File: config.mk
export PLATFORM = sky130hd
export DESIGN_NAME = bmpm_ctrl
export DESIGN_NICKNAME = d
export VERILOG_FILES = /design/src/rtl/bmpm_pkg.sv /design/src/rtl/bmpm_ctrl.sv
export SDC_FILE = /design/constraint.sdc
export NUM_CORES = 1
export LEC_CHECK = 0
export ABC_CLOCK_PERIOD_IN_PS = 1000
export BUFFER_PORTS_ARGS = -buffer_cell sky130_fd_sc_hd__buf_2
export CORE_AREA = 2 2 39 41
export CTS_CLUSTER_DIAMETER = 60
export DETAILED_ROUTE_END_ITERATION = 8
export DIE_AREA = 0 0 41 43
export PLACE_DENSITY = 0.45
export SLEW_MARGIN = 20
export SYNTH_ARGS = -nofsm -noshare
export SYNTH_HDL_FRONTEND = slang
export SYNTH_SLANG_ARGS = --single-unit
File: constraint.sdc
create_clock -name i_clk -period 1 [get_ports i_clk]
set_input_delay 0.3 -clock i_clk [delete_from_list [all_inputs] [get_ports i_clk]]
set_output_delay 0.3 -clock i_clk [all_outputs]
set_load 0.01 [all_outputs]
File: src/rtl/bmpm_pkg.sv
`default_nettype none

package bmpm_pkg;

    localparam int MAX_PATTERN_BITS = 16;
    localparam int MAX_PATTERNS     = 64;
    localparam int TABLE_DEPTH      = 1 << MAX_PATTERN_BITS;

    localparam int KIND_W = 2;
    localparam int LEN_W  = 5;
    localparam int ID_W   = 6;
    localparam int ENTRY_W = ID_W + 1;

    localparam logic [KIND_W-1:0] KIND_LOAD = 2'd0;
    localparam logic [KIND_W-1:0] KIND_TEXT = 2'd1;
    localparam logic [KIND_W-1:0] KIND_END  = 2'd2;

    localparam logic [LEN_W-1:0] RESET_LEN = LEN_W'(MAX_PATTERN_BITS);

    typedef logic [MAX_PATTERN_BITS-1:0] t_pattern;
    typedef logic [ID_W-1:0]             t_id;
    typedef logic [LEN_W-1:0]            t_len;
    typedef logic [KIND_W-1:0]           t_kind;

    // controller to datapath
    typedef struct packed {
        logic clear_wr;
        logic load_wr;
        logic text_shift;
        logic text_end;
        logic emit_none;
        logic emit_hit;
        logic scan_next;
    } t_cmd;

    // datapath to controller
    typedef struct packed {
        logic clear_done;
        logic hits_zero;
        logic scan_hit;
        logic scan_last;
        logic out_free;
    } t_sts;

endpackage

`default_nettype wire

File: src/rtl/bmpm_ctrl.sv
`default_nettype none

module bmpm_ctrl (
    input  wire logic           i_clk,
    input  wire logic           i_rst_n,
    input  wire logic           i_item_valid,
    input  wire bmpm_pkg::t_kind i_kind,
    output logic                o_item_ready,
    input  wire bmpm_pkg::t_sts i_sts,
    output bmpm_pkg::t_cmd      o_cmd
);
    import bmpm_pkg::*;

    localparam logic [1:0] S_CLEAR  = 2'd0;
    localparam logic [1:0] S_RUN    = 2'd1;
    localparam logic [1:0] S_REPORT = 2'd2;

    logic [1:0] r_state;
    logic [1:0] n_state;
    logic       accept;

    assign o_item_ready = (r_state == S_RUN);
    assign accept       = i_item_valid && o_item_ready;

    always_comb begin
        n_state = r_state;
        o_cmd   = '0;
        unique case (r_state)
            S_CLEAR: begin
                o_cmd.clear_wr = 1'b1;
                if (i_sts.clear_done) begin
                    n_state = S_RUN;
                end
            end
            S_RUN: begin
                if (accept) begin
                    unique case (i_kind)
                        KIND_LOAD: o_cmd.load_wr = 1'b1;
                        KIND_TEXT: o_cmd.text_shift = 1'b1;
                        KIND_END: begin
                            o_cmd.text_end = 1'b1;
                            n_state        = S_REPORT;
                        end
                        default: ;
                    endcase
                end
            end
            S_REPORT: begin
                priority if (i_sts.hits_zero) begin
                    if (i_sts.out_free) begin
                        o_cmd.emit_none = 1'b1;
                        n_state         = S_RUN;
                    end
                end else if (i_sts.scan_hit) begin
                    if (i_sts.out_free) begin
                        o_cmd.emit_hit = 1'b1;
                        if (i_sts.scan_last) begin
                            n_state = S_RUN;
                        end
                    end
                end else begin
                    o_cmd.scan_next = 1'b1;
                end
            end
            default: n_state = S_CLEAR;
        endcase
    end

    always_ff @(posedge i_clk) begin
        if (!i_rst_n) begin
            r_state <= S_CLEAR;
        end else begin
            r_state <= n_state;
        end
    end

endmodule

`default_nettype wire

Yosys cells after proc, flatten, opt, wreduce, memory -nomap -nowiden
Cells that the tools add are included.

word-level totals
  output and inout bits = 8
  input port bits = 10
  bits in registers = 2
  word-level logic and storage cells = 37

operators by class
  muxes and demuxes = 21
  reductions and logical operators = 4
  eq/ne operators = 11

operators by type and width
  operator                                                                  number
  2-bit two-way mux                                                         9
  3-bit inequality test (second input constant)                             4
  3-bit two-way mux                                                         3
  1-bit two-way mux                                                         8
  7-bit AND reduction                                                       1
  2-bit one-hot mux with 3 select lines                                     1
  2-bit by 1-bit equality test with 1-bit output (second input constant)    2
  2-bit equality test (second input constant)                               2
  2-bit zero test                                                           2
  2-bit by 1-bit inequality test with 1-bit output (second input constant)  2
  2-bit inequality test (second input constant)                             1
  1-bit logical AND                                                         1

Depth between registers and ports, before layout
  depth after elaboration = 5
  depth in mapped cells = 4
  depth with buffers taken out = 4

Least setup slack after synthesis
OpenSTA, ideal clock, no wires.

  path type = reg2out
  from = register r_state[0]
  to = output port o_cmd[1] (netlist name)
  data arrival time = 849 ps
  required time = 700 ps
  cell stages (with the launch flop) = 3
  path slack = -149 ps
  buffers on the path = 0
  cells stage by stage = dfxtp_1 nand2b_1 nor3_1

RTL lines
  element                   line             source
  start: declaration        bmpm_ctrl.sv:18  logic [1:0] r_state;
  start signal: assignment  bmpm_ctrl.sv:73  r_state <= n_state;
  end: declaration          bmpm_ctrl.sv:10  output bmpm_pkg::t_cmd o_cmd

==> out/metrics.yaml <==
yosys.cell_types.count: 17
ys_seq_elements: 2
synthArstFlopShare_pct: 0
worstSetupPathType: "reg -> out"
hold_violations: 0
finalNetCount: 68
worstPathCellList: "nand2b_4, nor4b_4, buf_2"
rsz0062_at_grt: "yes"
num_antenna_cells: 0
reg.largest.list: "r_state x2"
viasPerCell: 4.26
cp.required_ps: 700
yosysTopAreaCell: "dfxtp_1"
peakVddDrop_v: 0.000701
p_sw_share_pct: 29.8
status: "complete, but fails checks"
synth-main-ff-cell: "dfxtp_1"
fin_crit_ps: 1350
antenna_left: 0
p_seq_share_pct: 22.4
worstMarginPinSlew_ps: 181
grt_overflow_total: 0
syn2layout_area_growth_pct: 152
hold_buffers: 0
gp_congestion: 0.603
clockPowerShare_pct: 40.1
path_buf_inv: 1
drc: 0
syn_area_um2: 194
num_vias: 307
worst-path-max-fanout: 3
dpl.hpwl_um: 537
die_w_um: 41
syn_nets: 36
max_slew_margin_pct: 88.0
cts_sinks: 2
row_count: 14
fmax_mhz: 743
htree_levels: 1
crit_slowest_cell: "dfxtp_2"
synth.area.top_cells: "dfxtp_1 (21%), nor3_1 (7.7%), nor2_1 (7.7%)"
max-cap-violations: 0
place_ws_ps: -191
cp-end-kind: "primary output"
die_h_um: 43
ys_warn_count: 0
cellInternalPower_mw: 0.312
cts_tree: "built"
grt_pass1_vias: 267
drt_iter0_drc: 5
ys_seq_area_share_pct: 20.6
synth_top_cells_by_count: "nor2_1 (4), nand2_1 (3), nor3_1 (3), dfxtp_1 (2), nand2b_1 (2)"
num_io_pins: 18
rr_worst_depth: 6
firstDrtPassIters: 4
hold-path-cell-count: 2
grt_usage_pct: 8.22
regMostFlops: "r_state"
io_buffers: 17
finalWorstSetupSlack_ps: -346
synth_edf_count: 0
start_kind: "register"
wl_um: 685
min_path_type: "in -> reg"
layout-drive-gt1-share_pct: 80.4
holdWs_ps: 313
start_util_pct: 14.0
clkTransAtPathRegs_ps: 30
post_drt_wl_per_cell_um: 9.51
slowest_delay_ps: 320
timing.final.crit_share_pct: 135
slew_viol_final: 0
powerDensity_nw_per_um2: 908
grt_max_degree: 7
fp.dieArea_um2: 1760
largest_register_ffs: 2
core_area_um2: 1380
grt_pass1_wl_um: 993
crit_family: "simple AND/OR/NAND/NOR gates"
setup-violations-final: 10
fin_skew_ps: 4.76
synth_top_cell_area_share_pct: 20.6
syn_inst: 26
clk-insertion-delay-late_ps: 220
synth_most_common_cell: "nor2_1"
numCtsBuffers: 3
arrival_ps: 1050
root_buffer: "clkbuf_4"
p_comb_share_pct: 37.5
switchingPower_mw: 0.132
avgSynthCellArea_um2: 7.46
violations: "negative setup slack"
antenna_found_initial: 0
cp.depth: 3
p_leak_nw: 0.233
clockBufferDepth: 2
[cell families (layout without fill, tap and decap cells)]
kind of cell / count (synthesis) / count (layout) / share of synthesized area, %
flip-flops: 2 / 2 / 20.6
AO/OA/AOI/OAI: 6 / 6 / 23.9
AND/OR/NAND/NOR: 17 / 17 / 53.5
buffers and inverters: 1 / 31 / 1.93
[cells in the final DEF (no fill, tap or decap), types with 2 or more instances in the layout]
master / netlist / final
buf_6: 0 / 4
buf_2: 0 / 14
nand2_1: 3 / 3
nand2b_4: 1 / 2
nor2_4: 0 / 2
buf_4: 0 / 9
clkbuf_4: 0 / 3
nor3_4: 0 / 2
[through the flow]
step / cells / TNS (ps) / utilization (%) / power, mW / instance area [µm²]
global route: 72 / -3070 / 35.4 / 0.474 / 489
CTS: 71 / -2610 / 32.0 / 0.417 / 443
finish: 72 / -2560 / 35.4 / 0.444 / 489
detailed placement: 66 / -863 / 28.7 / 0.226 / 397
global placement: 66 / -860 / 28.7 / 0.226 / 397
floorplan: 26 / -121 / - / 0.158 / 239
[power by group through the flow]
| stage | sequential (mW) | combinational, mW | clock [mW] |
|---|---|---|---|
| after floorplan | 0.0960 | 0.0617 | 0 |
| after global placement | 0.0962 | 0.130 | 0 |
| after detailed placement | 0.0966 | 0.130 | 0 |
| after CTS | 0.0968 | 0.134 | 0.186 |
| after global routing | 0.101 | 0.180 | 0.193 |
| final | 0.0997 | 0.166 | 0.178 |
[final cells by class]
cell class	count	area, µm²
Tap cell	16	20.0
Timing Repair Buffer	27	183
Clock buffer	3	22.5
Fill cell	156	895
Multi-Input combinational cell	23	215
Inverter	1	3.75
Sequential cell	2	45.0
[metal layers]
metal  global-route usage (%)  part of all wire (%)  up-vias
met5                        0                     0        -
met4                     2.00                     0        0
met3                     5.24                    13        0
met2                     12.8                    47       18
met1                     8.97                    40      135
li1                         -                     -      154
[worst register-to-register path: stages (launching register included)]
cell and delay (ps):
dfxtp_2 330, buf_4 120, nand2b_4 80, buf_4 140
buf_4 130, a211oi_2 150, o21ai_1 80
[what timing repair did]
action	CTS	global route
buffers inserted	2	2
gates resized for setup	3	11
pin swaps	5	3
endpoints found under the setup margin	10	10
gates cloned	0	0
[final timing paths]
path / start / end / slack (ps)
hold reg to reg: r_state[0] / r_state[0] / 770
setup / recovery: r_state[1] / o_cmd[5] / -350
setup reg to reg: r_state[1] / r_state[0] / -140
hold / removal: i_rst_n / r_state[1] / 310
Note: power is estimated with default switching activity, not from simulation.
